File: src/rtl/ipv4pm_pkg.sv
package ipv4pm_pkg;

  // result classes
  localparam logic [1:0] CLASS_NONE    = 2'd0;
  localparam logic [1:0] CLASS_PARTIAL = 2'd1;
  localparam logic [1:0] CLASS_ADDR    = 2'd2;
  localparam logic [1:0] CLASS_PREFIX  = 2'd3;

  // characters of interest
  localparam logic [7:0] CH_NUL   = 8'h00;
  localparam logic [7:0] CH_TAB   = 8'h09;
  localparam logic [7:0] CH_LF    = 8'h0A;
  localparam logic [7:0] CH_SPACE = 8'h20;
  localparam logic [7:0] CH_DOT   = 8'h2E;
  localparam logic [7:0] CH_SLASH = 8'h2F;
  localparam logic [7:0] CH_ZERO  = 8'h30;
  localparam logic [7:0] CH_NINE  = 8'h39;

  localparam int unsigned OCTET_MAX  = 255;
  localparam int unsigned MASK_MAX   = 32;
  localparam logic [5:0]  MASK_SAT   = 6'd33;
  localparam logic [2:0]  OCTETS_ALL = 3'd4;
  localparam logic [1:0]  DOTS_ALL   = 2'd3;
  localparam logic [1:0]  DIGITS_ALL = 2'd3;

  typedef struct packed {
    logic       failed;
    logic       in_mask_part;
    logic [1:0] dot_count;
    logic [1:0] octet_digits;
    logic [9:0] octet_value;
    logic [2:0] octet_count;
    logic [5:0] mask_value;
    logic       mask_digits_seen;
  } tok_state_t;

endpackage

File: src/rtl/ipv4pm_token.sv
module ipv4pm_token (
  input  ipv4pm_pkg::tok_state_t st,
  input  logic [7:0]             char_code,
  input  logic                   prefix_mode,
  output ipv4pm_pkg::tok_state_t st_nxt,
  output logic                   is_delim,
  output logic [1:0]             match_class
);
  import ipv4pm_pkg::*;

  logic        is_digit;
  logic [3:0]  digit;
  logic [11:0] octet_sum;
  logic [9:0]  mask_sum;

  assign is_delim = (char_code == CH_SPACE) || (char_code == CH_TAB) ||
                    (char_code == CH_LF) || (char_code == CH_NUL);
  assign is_digit = (char_code >= CH_ZERO) && (char_code <= CH_NINE);
  assign digit    = 4'(char_code - CH_ZERO);

  // octet value stays at or below 255 while the token is alive
  assign octet_sum = 12'(st.octet_value) * 12'd10 + 12'(digit);
  assign mask_sum  = 10'(st.mask_value) * 10'd10 + 10'(digit);

  // class of the token seen so far
  always_comb begin
    if (st.failed) begin
      match_class = CLASS_NONE;
    end else if (st.in_mask_part) begin
      if (st.octet_count < OCTETS_ALL || !st.mask_digits_seen) begin
        match_class = CLASS_PARTIAL;
      end else if (st.mask_value > 6'(MASK_MAX)) begin
        match_class = CLASS_NONE;
      end else begin
        match_class = CLASS_PREFIX;
      end
    end else if (st.octet_digits == 2'd0) begin
      match_class = CLASS_NONE;
    end else if (prefix_mode) begin
      match_class = CLASS_PARTIAL;
    end else if (st.octet_count + 3'd1 < OCTETS_ALL) begin
      match_class = CLASS_PARTIAL;
    end else begin
      match_class = CLASS_ADDR;
    end
  end

  always_comb begin
    st_nxt = st;
    if (is_delim) begin
      st_nxt = '0;
    end else if (!st.failed) begin
      if (st.in_mask_part) begin
        // mask chars after a partial address are ignored
        if (st.octet_count >= OCTETS_ALL) begin
          if (is_digit) begin
            if (st.mask_value < MASK_SAT) begin
              st_nxt.mask_value = (mask_sum > 10'(MASK_SAT)) ? MASK_SAT : 6'(mask_sum);
            end
            st_nxt.mask_digits_seen = 1'b1;
          end else begin
            st_nxt.failed = 1'b1;
          end
        end
      end else if (is_digit) begin
        if (st.octet_digits >= DIGITS_ALL) begin
          st_nxt.failed = 1'b1;
        end else begin
          st_nxt.octet_value  = 10'(octet_sum);
          st_nxt.octet_digits = st.octet_digits + 2'd1;
          if (octet_sum > 12'(OCTET_MAX)) begin
            st_nxt.failed = 1'b1;
          end
        end
      end else if (char_code == CH_DOT) begin
        if (st.octet_digits == 2'd0 || st.dot_count >= DOTS_ALL) begin
          st_nxt.failed = 1'b1;
        end else begin
          st_nxt.dot_count    = st.dot_count + 2'd1;
          st_nxt.octet_count  = (st.octet_count < OCTETS_ALL) ? st.octet_count + 3'd1
                                                              : st.octet_count;
          st_nxt.octet_digits = 2'd0;
          st_nxt.octet_value  = 10'd0;
        end
      end else if (char_code == CH_SLASH && prefix_mode) begin
        if (st.octet_digits == 2'd0) begin
          st_nxt.failed = 1'b1;
        end else begin
          st_nxt.octet_count  = (st.octet_count < OCTETS_ALL) ? st.octet_count + 3'd1
                                                              : st.octet_count;
          st_nxt.octet_digits = 2'd0;
          st_nxt.octet_value  = 10'd0;
          st_nxt.in_mask_part = 1'b1;
        end
      end else begin
        st_nxt.failed = 1'b1;
      end
    end
  end

endmodule

File: src/rtl/ipv4_prefix_token_matcher_unit.sv
// Channel | Direction | Ports                               | Payload
// in      | slave     | in_tvalid, in_tready, in_tdata      | char_code [7:0]
// out     | master    | out_tvalid, out_tready, out_tdata   | match_class [1:0], zero fill
// cfg     | write     | cfg_wr_en, cfg_wr_data              | prefix_mode
//
// One character per clock while no delimiter waits on a stalled result. A character
// sits in the input register, where it updates the token state; a delimiter that
// leaves it loads the result register, which then presents the class.
// Reset clears the token state, prefix_mode and both valid flags.
// A stalled result stops the next delimiter and all after it; earlier characters flow.
module ipv4_prefix_token_matcher_unit (
  input  logic       clk,
  input  logic       rst_n,
  input  logic       in_tvalid,
  output logic       in_tready,
  input  logic [7:0] in_tdata,    // [7:0] char_code
  output logic       out_tvalid,
  input  logic       out_tready,
  output logic [7:0] out_tdata,   // [1:0] match_class, [7:2] zero
  input  logic       cfg_wr_en,
  input  logic       cfg_wr_data  // prefix_mode
);
  import ipv4pm_pkg::*;

  logic       prefix_mode_r;
  logic       s1_valid_r;
  logic [7:0] s1_char_r;
  tok_state_t tok_r;
  tok_state_t tok_nxt;
  logic       is_delim;
  logic [1:0] tok_class;
  logic       s1_adv;
  logic       out_valid_r;
  logic [1:0] out_class_r;

  ipv4pm_token u_token (
    .st          (tok_r),
    .char_code   (s1_char_r),
    .prefix_mode (prefix_mode_r),
    .st_nxt      (tok_nxt),
    .is_delim    (is_delim),
    .match_class (tok_class)
  );

  // a delimiter needs room in the result register
  assign s1_adv    = s1_valid_r && (!is_delim || !out_valid_r || out_tready);
  assign in_tready = !s1_valid_r || s1_adv;

  assign out_tvalid = out_valid_r;
  assign out_tdata  = {6'd0, out_class_r};

  always_ff @(posedge clk) begin
    if (!rst_n) begin
      prefix_mode_r <= 1'b0;
    end else if (cfg_wr_en) begin
      prefix_mode_r <= cfg_wr_data;
    end
  end

  always_ff @(posedge clk) begin
    if (!rst_n) begin
      s1_valid_r <= 1'b0;
    end else if (in_tready) begin
      s1_valid_r <= in_tvalid;
    end
  end

  always_ff @(posedge clk) begin
    if (in_tready && in_tvalid) begin
      s1_char_r <= in_tdata;
    end
  end

  always_ff @(posedge clk) begin
    if (!rst_n) begin
      tok_r <= '0;
    end else if (s1_adv) begin
      tok_r <= tok_nxt;
    end
  end

  always_ff @(posedge clk) begin
    if (!rst_n) begin
      out_valid_r <= 1'b0;
    end else if (s1_adv && is_delim) begin
      out_valid_r <= 1'b1;
    end else if (out_tready) begin
      out_valid_r <= 1'b0;
    end
  end

  // load the class on a delimiter transfer
  always_ff @(posedge clk) begin
    if (s1_adv && is_delim) begin
      out_class_r <= tok_class;
    end
  end

endmodule

File: config.mk
export PLATFORM = sky130hd
export DESIGN_NAME = ipv4_prefix_token_matcher_unit
export DESIGN_NICKNAME = d
export VERILOG_FILES = /design/src/rtl/ipv4pm_pkg.sv /design/src/rtl/ipv4pm_token.sv /design/src/rtl/ipv4_prefix_token_matcher_unit.sv
export SDC_FILE = /design/constraint.sdc
export NUM_CORES = 1
export LEC_CHECK = 0
export ABC_AREA = 1
export BUFFER_PORTS_ARGS = -buffer_cell sky130_fd_sc_hd__buf_2
export CAP_MARGIN = 0
export CELL_PAD_IN_SITES_DETAIL_PLACEMENT = 1
export CELL_PAD_IN_SITES_GLOBAL_PLACEMENT = 1
export CORE_MARGIN = 8
export CORE_UTILIZATION = 48
export DETAILED_ROUTE_END_ITERATION = 10
export PLACE_DENSITY = 0.95
export SYNTH_ARGS = -nofsm -noshare
export SYNTH_HDL_FRONTEND = slang
export SYNTH_SLANG_ARGS = --single-unit
export TNS_END_PERCENT = 1
File: constraint.sdc
create_clock -name clk -period 5.85 [get_ports clk]
set_input_delay 0.2925 -clock clk [delete_from_list [all_inputs] [get_ports clk]]
set_output_delay 0.2925 -clock clk [all_outputs]
set_load 0.01 [all_outputs]
# Word-level counts from Yosys, hierarchy flattened
# Index checks and enable logic that the tools add are counted.
# Widths: inputs -> output; s select.
[classes]
n_addsub = 6
n_mul = 2
magnitude_cmp = 11
eq_ne = 14
n_mux = 39
n_reduce_logical = 33
[op_table]
columns = ["operator", "n"]
rows = [
  ["$mux 26", 2],
  ["$mux 15", 3],
  ["$eq 8x6->1 const B", 3],
  ["$mux 12", 2],
  ["$mux 7", 3],
  ["$mux 18", 1],
  ["$mux 17", 1],
  ["$eq 8x4->1 const B", 2],
  ["$mux 1", 15],
  ["$mux 2", 7],
  ["$reduce_and 7->1", 2],
  ["$add 12x4->12", 1],
  ["$gt 12x8->1 const B", 1],
  ["$mux 6", 2],
  ["$reduce_and 6->1", 2],
  ["$reduce_bool 2->1", 6],
  ["$mul 10x3->11 const B", 1],
  ["$add 10x4->10", 1],
  ["$gt 10x6->1 const B", 1],
  ["$mul 6x3->9 const B", 1],
  ["$mux 3", 3],
  ["$ne 3x3->1 const B", 3],
  ["$ge 8x6->1 const B", 1],
  ["$le 8x6->1 const B", 1],
  ["20 further kinds", 40],
]
[word_totals]
reg_bits = 39
inputBits = 14
out_inout_bits = 10
wordCells = 118

# Logic depth before layout (Yosys ltp)
# Gate-level depths: netlist of the first run.
[logic_depth]
word_depth = 10
mapped_depth = 19
mapped_depth_nobuf = 19

# Modules after synthesis
# From an unflattened synthesis of the first run, not the netlist that was laid out.
[unflattened]
cells_unflattened = 549
hier_area_um2 = 3697.3
[by_module_without_submodules]
columns = ["module", "instances", "cells_each", "area_each_um2", "seq_area_each_um2"]
rows = [
  ["ipv4pm_token", 1, 343, 1974.4, 0.0],
  ["ipv4_prefix_token_matcher_unit", 1, 206, 1722.9, 880.8],
]

# Least setup slack after synthesis of the first run
# No wires, ideal clock.
[synth_timing]
path_kind = "register to register"
from = "register tok_r[11] (netlist name)"
to = "register tok_r[25] (netlist name)"
setup_time_ns = 0.117
arrival_time_ns = 2.316
t_required_ns = 5.733
setup_slack_ns = 3.417
stages_incl_launch_ff = 18
path_buffers = 0
period_less_slack_ns = 2.433
path_cell_list = "dfxtp_1 ha_1 ha_1 inv_1 fa_1 nand3b_1 nor2_1 nand2_1 nand2_1 nand2_1 nor2_1 nand2_1 nor2_1 nand2_1 nand2_1 nand2_1 nand2_1 a21oi_1"
[synth_via]
elab_chain_len = 9
[synth_lines]
columns = ["element", "line", "rtl"]
rows = [
  ["start: declaration", "ipv4_prefix_token_matcher_unit.sv:28", "tok_state_t tok_r;"],
  ["start signal: assignment", "ipv4_prefix_token_matcher_unit.sv:78", "tok_r <= tok_nxt;"],
  ["$mul 10x3->11", "ipv4pm_token.sv:22", "assign octet_sum = 12'(st.octet_value) * 12'd10 + 12'(digit);"],
  ["$add 12x4->12", "ipv4pm_token.sv:22", ""],
  ["$gt 12x8->1", "ipv4pm_token.sv:71", "if (octet_sum > 12'(OCTET_MAX)) begin"],
  ["$mux 1", "ipv4pm_token.sv:71", ""],
  ["$mux 1", "ipv4pm_token.sv:66", "if (st.octet_digits >= DIGITS_ALL) begin"],
  ["$mux 1", "ipv4pm_token.sv:65", "end else if (is_digit) begin"],
  ["$mux 1", "ipv4pm_token.sv:53", "if (st.in_mask_part) begin"],
  ["$mux 26", "ipv4pm_token.sv:52", "end else if (!st.failed) begin"],
  ["$mux 26", "ipv4pm_token.sv:50", "if (is_delim) begin"],
]
# No other way between the ends. The select of a mux whose other input is x is not followed.
# A chain may end at the register's enable or synchronous reset.

# Final worst setup path of the first run
# Same ends and word-level chain as after synthesis.

==> results of run 1 <==
[sequential cells by signal (all words and copies together) (netlist names)]
name and cells:
s1_char_r 8, tok_r 26, prefix_mode_r 1, out_tvalid 1
s1_valid_r 1, out_class_r 2
[layout make-up]
| cell class | count | area [um^2] | share of cell area |
|---|---|---|---|
| clock buffer | 7 | 107.6 | 0.03387 |
| clock inverter | 1 | 5.005 | 0.001575 |
| inverter | 50 | 190.2 | 0.05987 |
| multi-input combinational | 304 | 1814 | 0.5711 |
| sequential | 39 | 880.8 | 0.2773 |
| tap | 75 | 93.84 | 0.02954 |
| timing repair buffer | 17 | 85.08 | 0.02678 |
[cell usage in the layout, fill, tap and decap left out, drive strengths merged, types with 3 or more instances in the layout]
cell type  netlist  layout
nand2           95      95
inv             49      49
nor2            37      37
a21oi           35      35
ha              34      34
dfxtp           29      29
nand3           27      27
o21ai           23      23
buf              7      17
edfxtp          10      10
nand3b           7       7
clkbuf           2       7
nand4            6       6
conb             1       6
xor2             5       5
or2              4       4
nor3             4       4
fa               4       4
a21o             3       3
nor4             3       3
o31ai            3       3
[worst reg2reg max path, stage by stage, from the launching register on]
cell and delay, ps:
dfxtp_1 410, ha_1 260, ha_1 240, inv_1 90
fa_1 450, nand3b_1 200, nor2_1 230, nand2_1 110
nand2_1 70, nand2_1 60, nor2_1 90, nand2_1 60
nor2_1 90, nand2_1 60, nand2_1 50, nand2_1 50
nand2_1 50, a21oi_1 70
[worst paths after layout]
| check | startpoint | to | depth (start not counted) |
|---|---|---|---|
| setup reg to reg | tok_r[11] | tok_r[25] | 17 |
| hold reg to reg | tok_r[0] | tok_r[0] | 2 |
| setup / recovery | tok_r[11] | tok_r[25] | 17 |
| hold / removal | in_tdata[4] | s1_char_r[4] | 1 |
[metal layers]
metal	track usage	share of wire	up-vias
met2	0.3203	0.51	27
met5	0	0	-
met3	0.03677	0.022	8
met4	0.04359	0.0098	0
met1	0.2169	0.46	1316
li1	-	-	1352
[per-stage QoR]
stage | utilization | power [W] | worst slack (ps)
floorplan | - | 0.0003267 | 3417
global placement | 0.5175 | 0.0003355 | 3292
detailed placement | 0.5175 | 0.0003385 | 3137
CTS | 0.5366 | 0.0005586 | 3104
global route | 0.5366 | 0.0005737 | 2778
finish | 0.5366 | 0.0005579 | 3097
[power groups by stage]
| stage | Clock, W | Sequential, W | Combinational [W] |
|---|---|---|---|
| finish | 0.000225 | 0.000289 | 0.0000437 |
| detailed placement | 0 | 0.000296 | 0.0000430 |
| global route | 0.000234 | 0.000290 | 0.0000495 |
| CTS | 0.000225 | 0.000289 | 0.0000439 |
| global placement | 0 | 0.000295 | 0.0000404 |
| floorplan | 0 | 0.000293 | 0.0000333 |
[cells by family after synthesis]
| group | count (synthesis) | synth area share |
|---|---|---|
| DFF | 39 | 0.3006 |
| adders and majority gates | 38 | 0.1725 |
| buffers and inverters | 59 | 0.08668 |
| xor gates and xnor gates | 7 | 0.02092 |
| and+or+nand+nor | 184 | 0.2899 |
| other | 1 | 0.001280 |
| AOI/OAI and AO/OA | 69 | 0.1281 |
==> results by group, run 1 <==
Logic synthesis
  – Sequential fraction of the synthesis area: 0.3006
  – Area share of the largest cell type after synthesis: 0.1981
  – Post-synthesis average cell area: 7.381 um^2
  – Most common flop cell mapped by yosys: dfxtp_1
  – Cells taking the most area after synthesis: dfxtp_1 (20%), ha_1 (15%), nand2_1 (12%), edfxtp_1 (10%), a21oi_1 (6.0%)
  – Total of flip-flops plus latches after synthesis: 39
  – Async SR Flop Fraction: 0
  – Synthesized cell area: 0.002930 mm^2
  – Yosys warnings: 0
  – Cell taking the most area after synthesis: dfxtp_1
  – Number of flops mapped to enable cells by yosys: 10
  – Most frequently used cell type in the post-synthesis netlist: nand2_1
  – Most instantiated cells after synthesis: nand2_1 (91), inv_1 (45), a21oi_1 (35)
  – Post-Syn Instances: 397
  – Count of different cell masters after synthesis: 39

Routing
  – Number of violations reported at the end of detailed-routing iteration 0: 101
  – Drt pass-1 iters: 4
  – Post-route antenna net violation count: 0
  – Per-cell routed wire length: 15.27 um
  – Via density per instance: 5.483
  – # DRC: 0
  – Final WL: 7.526 mm
  – Vias: 2,703

Floorplanning
  – Starting density of the core: 0.4949
  – Full die area: 0.008861 mm^2
  – Placeable core region: 0.005921 mm^2
  – Horizontal die dimension: 94.14 um
  – Die span in y: 94.14 um
  – I/O pin count: 24
  – Row cnt: 28

CTS
  – CTS H-tree lvls: 2
  – Setup bufs post-CTS: 0
  – Master cell of the clock root buffer: clkbuf_8
  – Resized Gates After CTS: 0
  – Skew-Pair Late Insertion Delay: 300 ps
  – Clock slew seen by the registers of the worst setup and hold paths: 80 ps
  – Number of buffers between clock root and the deepest sink: 2
  – Total clock sinks: 39
  – Number of buffers inserted for hold repair after clock tree synthesis: 0
  – CTS tree: done
  – Number of clock buffers inserted by TritonCTS: 5

Timing
  – Slew at the pin closest to its max-slew limit: 505.3 ps
  – Post-route setup TNS: 0 ps
  – Final period util: 0.4706
  – Setup skew after layout: 6.765 ps
  – Highest attainable clock frequency: 0.3633 GHz
  – Hold violation total from the final report: 0
  – Setup repair after global routing missed its margin: false
  – Tightest slew margin relative to the limit: 0.6600
  – Final hold slack: 161.7 ps
  – Final number of max-transition violations: 0
  – Crit path time final: 2753 ps
  – Final setup violation count: 0

Pwr
  – Internal Power: 0.0004181 W
  – Part of the total power dissipated in the clock network: 0.403
  – Cell leakage power: 1.624 nW
  – Max IR drop VDD: 0.0001251 V
  – Cell area power density: 175.6 mW/mm^2
  – Net load switching power: 0.0001397 W
  – Share of total power in combinational logic: 0.078
  – Sequential cell fraction of total power: 0.519
  – Net switching fraction of the power: 0.2505

Setup path
  – Total buffers and inverters traversed by the critical path: 1
  – Worst Setup Path Type: register to register
  – Critical path peak fanout: 4
  – Critical path capture point type: register
  – Worst EP required: 6040 ps
  – Arrival @ worst endpoint: 2940 ps
  – CP max-delay cell: fa_1
  – Nature of the critical path startpoint: register
  – FF-to-FF setup slack: 3100 ps
  – CP top delay family: simple AND/OR/NAND/NOR gates
  – Series of cell instances along the critical path: ha_1, ha_1, inv_1, fa_1, nand3b_1, nor2_1, nand2_1, nand2_1, nand2_1, nor2_1, nand2_1, nor2_1, nand2_1, nand2_1, nand2_1, nand2_1, a21oi_1
  – Most common cell type on the critical path: nand2_1
  – Worst stage delay on the critical path: 450 ps

Global routing
  – Wire length of the first global-routing pass: 13.08 mm
  – Vias in the first global route: 2,874
  – Global routing usage summed across all routing layers: 0.1809
  – Total overflow reported by the global router: 0
  – Initial antenna violation count: 0
  – Pin count of the biggest net entering global routing: 19

Final layout
  – Antenna diode instance count: 0
  – P&R area growth vs syn: 8.412%
  – Final Non-Filler Cells: 493
  – Final Instance Area: 0.003177 mm^2
  – Final net count: 469
  – Ratio of cells with drive above 1 in the final layout: 0.1077
  – Fillers: 782

Flow run
  – Number of violations of the max-capacitance limit: 0

Placement
  – Count of placed standard cells including taps: 485
  – Global placer's final weighted congestion: 0.8909
  – Half-perimeter wire length after detailed placement: 5.865 mm
  – Number of buffer cells added on primary ports: 17
  – Post-DP Area: 0.003064 mm^2

Hold path
  – Class of the worst hold path: input pin to register

Outcome
  – Result of the run: finished clean
No activity file was read; power rests on OpenSTA's default activity.
==> run 2: changes to the inputs <==
Settings changed: CORE_UTILIZATION 48 to 44, PLACE_DENSITY 0.95 to 0.92.
Clock period 5.85 ns to 2.9 ns, I/O delays scaled along.
==> run 2 against run 1 <==
  * Register-to-register slack got worse by 2900 ps
  * Worst hold slack got worse by 140 ps
  * Fmax is 3.4% higher
  * Combinational power increased by 100%
  * Clock-buffer cell count stayed put
  * Via count fell by 0.92%
  * First-iteration DRC count rose by 12%
  * Sequential power grew 100%
  * Routed wire length rose by 2.6%
  * Clock power rose by 75%
  * Worst setup slack worse by 2900 ps
  * Critical path type unchanged
  * Critical endpoint unchanged
  * Largest cell class unchanged
==> results by group, run 2 (synthesis gave the netlist of run 1 again) <==
Outcome
  – Result of the run: finished clean

Timing
  – Final number of max-transition violations: 0 (unchanged)
  – Crit path time final: 2661 ps (-91.74 ps)
  – Highest attainable clock frequency: 0.3758 GHz (+3.4%)
  – Final setup violation count: 0 (unchanged)
  – Final period util: 0.9176 (+0.4471)
  – Hold violation total from the final report: 0 (unchanged)
  – Setup repair after global routing missed its margin: true
  – Setup skew after layout: 7.545 ps (+0.7796 ps)
  – Post-route setup TNS: 0 ps (unchanged)
  – Final hold slack: 17.33 ps (-144.4 ps)

Hold path
  – Endpoint with the worst hold slack: s1_char_r[2]
  – Number of stages on the worst hold path: 1 (unchanged)
  – Class of the worst hold path: input pin to register
  – Min-delay src: in_tdata[2]

Final layout
  – Ratio of cells with drive above 1 in the final layout: 0.1172 (+0.009569)
  – Max FFs per register: 26 (unchanged)
  – Most common cell after layout, fill and taps aside: nand2_1
  – Largest registers: tok_r x26, s1_char_r x8, out_class_r x2
  – Leading cell types in the layout, fill and taps excluded: nand2_1 (91), inv_1 (45), a21oi_1 (34), ha_1 (34), nor2_1 (31)
  – Final net count: 469 (unchanged)
  – Fillers: 844 (+7.9%)
  – Register bank with the most flops: tok_r
  – P&R area growth vs syn: 8.283%
  – Antenna diode instance count: 0 (unchanged)

Setup path
  – CP max-delay cell: fa_1
  – Worst EP required: 3090 ps (-2950 ps)
  – Most common cell type on the critical path: nand2_1
  – Worst-case reg-to-reg path depth: 17 (unchanged)
  – Series of cell instances along the critical path: ha_1, ha_1, inv_1, fa_1, nand3b_1, nor2_1, nand2_1, nor2_1, nand2_1, nand2_1, nand2_1, nor2_1, nand2_1, nand2_1, nand2_1, nand2_1, a21oi_1
  – Total buffers and inverters traversed by the critical path: 1 (unchanged)
  – Worst stage delay on the critical path: 460 ps (about the same)
  – Reg-to-reg startpoint: tok_r[11]
  – Critical path capture point type: register
  – Critical path peak fanout: 4 (unchanged)
  – CP top delay family: simple AND/OR/NAND/NOR gates
  – FF-to-FF setup slack: 240 ps (-2860 ps)
  – Critical register-to-register path endpoint: tok_r[25]
  – Nature of the critical path startpoint: register
  – Worst Setup Path Type: register to register
  – Arrival @ worst endpoint: 2850 ps (-90 ps)

Global routing
  – Global routing usage summed across all routing layers: 0.1681 (-0.01282)
  – Initial antenna violation count: 0 (unchanged)
  – Vias in the first global route: 2,941 (+2.3%)
  – Wire length of the first global-routing pass: 13.48 mm (+3.1%)
  – Total overflow reported by the global router: 0 (unchanged)
  – Pin count of the biggest net entering global routing: 19 (unchanged)

Pwr
  – Net load switching power: 0.0002756 W (+97%)
  – Max IR drop VDD: 0.0002299 V (+84%)
  – Part of the total power dissipated in the clock network: 0.369 (-0.034)
  – Cell area power density: 336.4 mW/mm^2 (+92%)
  – Net switching fraction of the power: 0.2582 (+0.007659)
  – Internal Power: 0.0007919 W (+89%)
  – Share of total power in combinational logic: 0.084 (+0.006)
  – Sequential cell fraction of total power: 0.547 (+0.028)
  – Cell leakage power: 1.614 nW (-0.59%)

CTS
  – Clock slew seen by the registers of the worst setup and hold paths: 80 ps (about the same)
  – Total clock sinks: 39 (unchanged)
  – Master cell of the clock root buffer: clkbuf_8
  – Number of clock buffers inserted by TritonCTS: 5 (unchanged)
  – Number of buffers between clock root and the deepest sink: 2 (unchanged)
  – Skew-Pair Late Insertion Delay: 300 ps (about the same)
  – CTS tree: done
  – CTS H-tree lvls: 2 (unchanged)

Routing
  – Post-route antenna net violation count: 0 (unchanged)
  – Vias: 2,678 (-0.92%)
  – # DRC: 0 (unchanged)
  – Number of violations reported at the end of detailed-routing iteration 0: 113 (+12%)
  – Final WL: 7.723 mm (+2.6%)
  – Per-cell routed wire length: 15.60 um (+2.2%)
  – Via density per instance: 5.410 (-1.3%)
  – Drt pass-1 iters: 4 (unchanged)

Placement
  – Half-perimeter wire length after detailed placement: 6.073 mm (+3.6%)
  – Global placer's final weighted congestion: 0.8651 (-2.9%)
  – Number of buffer cells added on primary ports: 17 (unchanged)

Floorplanning
  – Die span in y: 97.61 um (+3.7%)
  – I/O pin count: 24 (unchanged)
  – Placeable core region: 0.006386 mm^2 (+7.9%)
  – Row cnt: 29 (+3.6%)
  – Horizontal die dimension: 97.61 um (+3.7%)
  – Full die area: 0.009527 mm^2 (+7.5%)
  – Starting density of the core: 0.4589 (-0.03607)

Flow run
  – Number of violations of the max-capacitance limit: 0 (unchanged)
-- run 2: cell counts in the layout (fill, tap and decap cells not counted) --
No cell type changed its count.
-- run 2: what timing repair did --
action / in CTS / in global routing
setup endpoints to repair: 0 / 6
setup buffers: 0 / 0
hold endpoints to repair: 0 / 0
gates resized for setup: 0 / 5
hold buffers: 0 / 0
-- run 2: through the flow --
stage / util / area [um^2] / setup slack [ps] / total power, W / std cells
after floorplan: - / 2949 / 467.0 / 0.0006589 / 402
after global placement: 0.4802 / 3067 / 336.5 / 0.0006765 / 487
after detailed placement: 0.4802 / 3067 / 180.0 / 0.0006840 / 487
after CTS: 0.4945 / 3158 / 160.2 / 0.001074 / 495
after global routing: 0.4969 / 3173 / -17.26 / 0.001115 / 495
final: 0.4969 / 3173 / 238.9 / 0.001067 / 495
-- run 2: worst max-delay path by stage --
stage | start | endpoint | slack, ps | depth (start not counted)
after global routing | tok_r[11] | tok_r[25] | -20 | 17
after floorplan | tok_r[11] | tok_r[25] | 470 | 17
after CTS | tok_r[2] | tok_r[2] | 160 | 11
final | tok_r[11] | tok_r[25] | 240 | 17
after detailed placement | tok_r[2] | tok_r[2] | 180 | 11
after global placement | tok_r[11] | tok_r[25] | 340 | 17
-- run 2: metal layers --
layer	track usage	vias up	routed length, um
li1	-	1348	-
met1	0.1916	1288	3460
met2	0.3109	36	4012
met3	0.02632	6	177
met4	0.04895	0	72
met5	0	-	0
-- run 2: worst register-to-register path: stages, from the launching register on --
cell and delay, ps:
dfxtp_2 350, ha_1 290, ha_1 220, inv_1 80
fa_1 460, nand3b_1 220, nor2_1 220, nand2_1 110
nor2_1 90, nand2_1 50, nand2_1 70, nand2_1 60
nor2_1 80, nand2_1 50, nand2_1 50, nand2_1 40
nand2_1 50, a21oi_1 50
-- run 2: layout make-up --
| type | count | area [um^2] | share of cell area |
|---|---|---|---|
| clock buffers | 7 | 86.33 | 0.02721 |
| clock inverters | 1 | 5.005 | 0.001577 |
| inverters | 50 | 190.2 | 0.05994 |
| multi-input cells | 304 | 1828 | 0.5761 |
| flip-flops and latches | 39 | 882.1 | 0.2780 |
| well taps | 77 | 96.34 | 0.03036 |
| repair buffers | 17 | 85.08 | 0.02681 |
-- run 2: power groups by stage --
stage	registers, W	clock network [W]	logic (W)
6_report	0.000584	0.000394	0.0000895
4_1_cts	0.000584	0.000401	0.0000892
5_1_grt	0.000586	0.000428	0.000102
3_3_place_gp	0.000595	0	0.0000813
2_1_floorplan	0.000592	0	0.0000673
3_5_place_dp	0.000596	0	0.0000877
==> run 3: changes to the inputs <==
Clock period 2.9 ns to 2.49 ns, I/O delays scaled along.
==> run 3 against run 2 <==
  * The flow now finishes with violations (negative setup slack)
  * First-iteration DRC count is 13% higher
  * Combinational power is 28% higher
  * Worst hold slack worse by 4.6 ps
  * Critical endpoint unchanged
  * Largest cell class unchanged
==> results by group, run 3 (synthesis gave the netlist of run 1 again) <==
Outcome
  – Result of the run: finished with violations
  – Violations in the final reports: negative setup slack

Final layout
  – Max FFs per register: 26 (unchanged)
  – Most common cell after layout, fill and taps aside: nand2_1
  – P&R area growth vs syn: 17.68%
  – FF/Latch Area: 889.6 um^2 (+0.85%)
  – Multi-input gate area in the final layout: 0.001921 mm^2 (+5.1%)
  – Ratio of cells with drive above 1 in the final layout: 0.2027 (+0.08551)
  – Leading cell types in the layout, fill and taps excluded: nand2_1 (86), inv_1 (42), a21oi_1 (33)
  – Utilization after layout: 0.5400 (+0.04310)
  – Largest registers: tok_r x26, s1_char_r x8, out_class_r x2
  – Antenna diode instance count: 0 (unchanged)
  – Register bank with the most flops: tok_r
  – Fillers: 810 (-4.0%)
  – Final net count: 490 (+4.5%)

Setup path
  – Reg-to-reg startpoint: tok_r[14]
  – Worst EP required: 2670 ps (-420 ps)
  – Critical register-to-register path endpoint: tok_r[25]
  – Nature of the critical path startpoint: register
  – Series of cell instances along the critical path: ha_1, inv_1, fa_1, inv_1, nand2_1, nand3b_1, nor2_2, buf_4, nand3_1, nand2_2, nor2_1, nand2_1, nor2_1, nand2_1, nand2_1, nand2_1, nand2_1, a21oi_1
  – Worst-case reg-to-reg path depth: 18 (+1)
  – CP max-delay cell: fa_1
  – FF-to-FF setup slack: -20 ps (-260 ps)
  – Critical path peak fanout: 3 (-1)
  – Worst stage delay on the critical path: 460 ps (about the same)
  – Total buffers and inverters traversed by the critical path: 3 (+2)
  – Arrival @ worst endpoint: 2700 ps (-150 ps)
  – CP top delay family: simple AND/OR/NAND/NOR gates
  – Critical path capture point type: register
  – Worst Setup Path Type: register to register
  – Most common cell type on the critical path: nand2_1

CTS
  – CTS H-tree lvls: 2 (unchanged)
  – Master cell of the clock root buffer: clkbuf_8
  – Clock slew seen by the registers of the worst setup and hold paths: 80 ps (about the same)
  – Number of buffers between clock root and the deepest sink: 2 (unchanged)
  – Skew-Pair Late Insertion Delay: 290 ps (about the same)
  – Total clock sinks: 39 (unchanged)
  – Number of clock buffers inserted by TritonCTS: 5 (unchanged)
  – CTS tree: done

Routing
  – Number of violations reported at the end of detailed-routing iteration 0: 128 (+13%)
  – Drt pass-1 iters: 4 (unchanged)
  – Via density per instance: 5.421 (+0.19%)
  – Post-route antenna net violation count: 0 (unchanged)
  – Vias: 2,797 (+4.4%)
  – Per-cell routed wire length: 16.02 um (+2.7%)
  – # DRC: 0 (unchanged)
  – Final WL: 8.264 mm (+7.0%)

Global routing
  – Initial antenna violation count: 0 (unchanged)
  – Wire length of the first global-routing pass: 13.63 mm (+1.1%)
  – Vias in the first global route: 2,969 (+0.95%)
  – Global routing usage summed across all routing layers: 0.1664 (-0.001673)
  – Total overflow reported by the global router: 0 (unchanged)
  – Pin count of the biggest net entering global routing: 19 (unchanged)

Hold path
  – Min-delay src: in_tdata[7]
  – Class of the worst hold path: input pin to register
  – Number of stages on the worst hold path: 1 (unchanged)
  – Endpoint with the worst hold slack: s1_char_r[7]

Placement
  – Global placer's final weighted congestion: 0.8534 (-1.4%)
  – Pre-CTS setup slack: -119.9 ps (-299.9 ps)
  – Half-perimeter wire length after detailed placement: 5.938 mm (-2.2%)
  – Number of buffer cells added on primary ports: 17 (unchanged)

Timing
  – Final hold slack: 12.74 ps (-4.591 ps)
  – Final number of max-transition violations: 0 (unchanged)
  – Final setup violation count: 1 (+1)
  – Setup repair after global routing missed its margin: true
  – Hold violation total from the final report: 0 (unchanged)
  – Highest attainable clock frequency: 0.3976 GHz (+5.8%)
  – Setup skew after layout: 6.349 ps (-1.195 ps)
  – Final period util: 1.010 (+0.09234)
  – Slew at the pin closest to its max-slew limit: 494.2 ps
  – Tightest slew margin relative to the limit: 0.6675
  – Crit path setup slack, layout: -24.84 ps (-263.7 ps)
  – Crit path time final: 2515 ps (-146.3 ps)

Pwr
  – Total power consumption of the routed design: 0.001256 W (+18%)
  – Cell leakage power: 1.706 nW (+5.7%)
  – Max IR drop VDD: 0.0002339 V (+1.7%)
  – Cell area power density: 364.2 mW/mm^2 (+8.3%)

Floorplanning
  – I/O pin count: 24 (unchanged)
  – Row cnt: 29 (unchanged)
  – Starting density of the core: 0.4589 (unchanged)
  – Placeable core region: 0.006386 mm^2 (unchanged)
  – Die span in y: 97.61 um (unchanged)
  – Full die area: 0.009527 mm^2 (unchanged)
  – Horizontal die dimension: 97.61 um (unchanged)

Flow run
  – Number of violations of the max-capacitance limit: 0 (unchanged)
run 3: cell count changes in the layout (fill, tap and decap cells not counted), moves of 3 or more:
| cell | previous run | this run |
|---|---|---|
| buf_4 | 0 | 14 |
| dfxtp_1 | 28 | 22 |
| dfxtp_2 | 1 | 7 |
| dlygate4sd3_1 | 0 | 7 |
| ha_1 | 34 | 27 |
| ha_2 | 0 | 3 |
| ha_4 | 0 | 4 |
| inv_1 | 45 | 42 |
| inv_2 | 3 | 6 |
| nand2_1 | 91 | 86 |
| nand2_2 | 3 | 8 |
run 3: final cells by class:
| cell class | count | area share |
|---|---|---|
| well taps | 77 | 0.02794 |
| clock buffers | 7 | 0.02504 |
| inverters | 50 | 0.05515 |
| repair buffers | 38 | 0.07547 |
| multi-input cells | 304 | 0.5570 |
| flip-flops and latches | 39 | 0.2580 |
| clock inverters | 1 | 0.001451 |
run 3: timing repair:
action / in CTS / in global routing
gates resized for setup: 15 / 18
setup buffers: 4 / 2
endpoints found under the setup margin: 6 / 8
pin swaps: 14 / 12
endpoints found under the hold margin: 5 / 2
hold buffers: 5 / 2
run 3: report_power, final:
group,internal (W),switching (W),total [W]
sequential,0.000663,0.0000172,0.000680
clock,0.000224,0.000236,0.000460
combinational,0.0000450,0.0000704,0.000115
run 3: worst max path at each step:
stage / cells past startpoint / from / slack [ps] / endpoint
after floorplan: 17 / tok_r[11] / 60 / tok_r[25]
after global placement: 17 / tok_r[11] / 30 / tok_r[25]
after detailed placement: 13 / tok_r[2] / -120 / tok_r[1]
after CTS: 17 / tok_r[13] / -20 / tok_r[25]
after global routing: 18 / tok_r[12] / -230 / tok_r[25]
final: 18 / tok_r[14] / -20 / tok_r[25]
run 3: metal layers:
metal / track usage / wire, um / up-vias
met5: 0 / 0 / -
met4: 0.04545 / 172 / 0
met3: 0.02418 / 191 / 17
met2: 0.3021 / 4237 / 50
met1: 0.1963 / 3662 / 1332
li1: - / - / 1398
run 3: metrics by stage:
stage / area [um^2] / TNS [ps] / cells
after floorplan: 2949 / 0 / 402
after global placement: 3127 / 0 / 495
after detailed placement: 3127 / -601.1 / 495
after CTS: 3352 / -18.36 / 512
after global routing: 3448 / -685.5 / 516
final: 3448 / -24.84 / 516
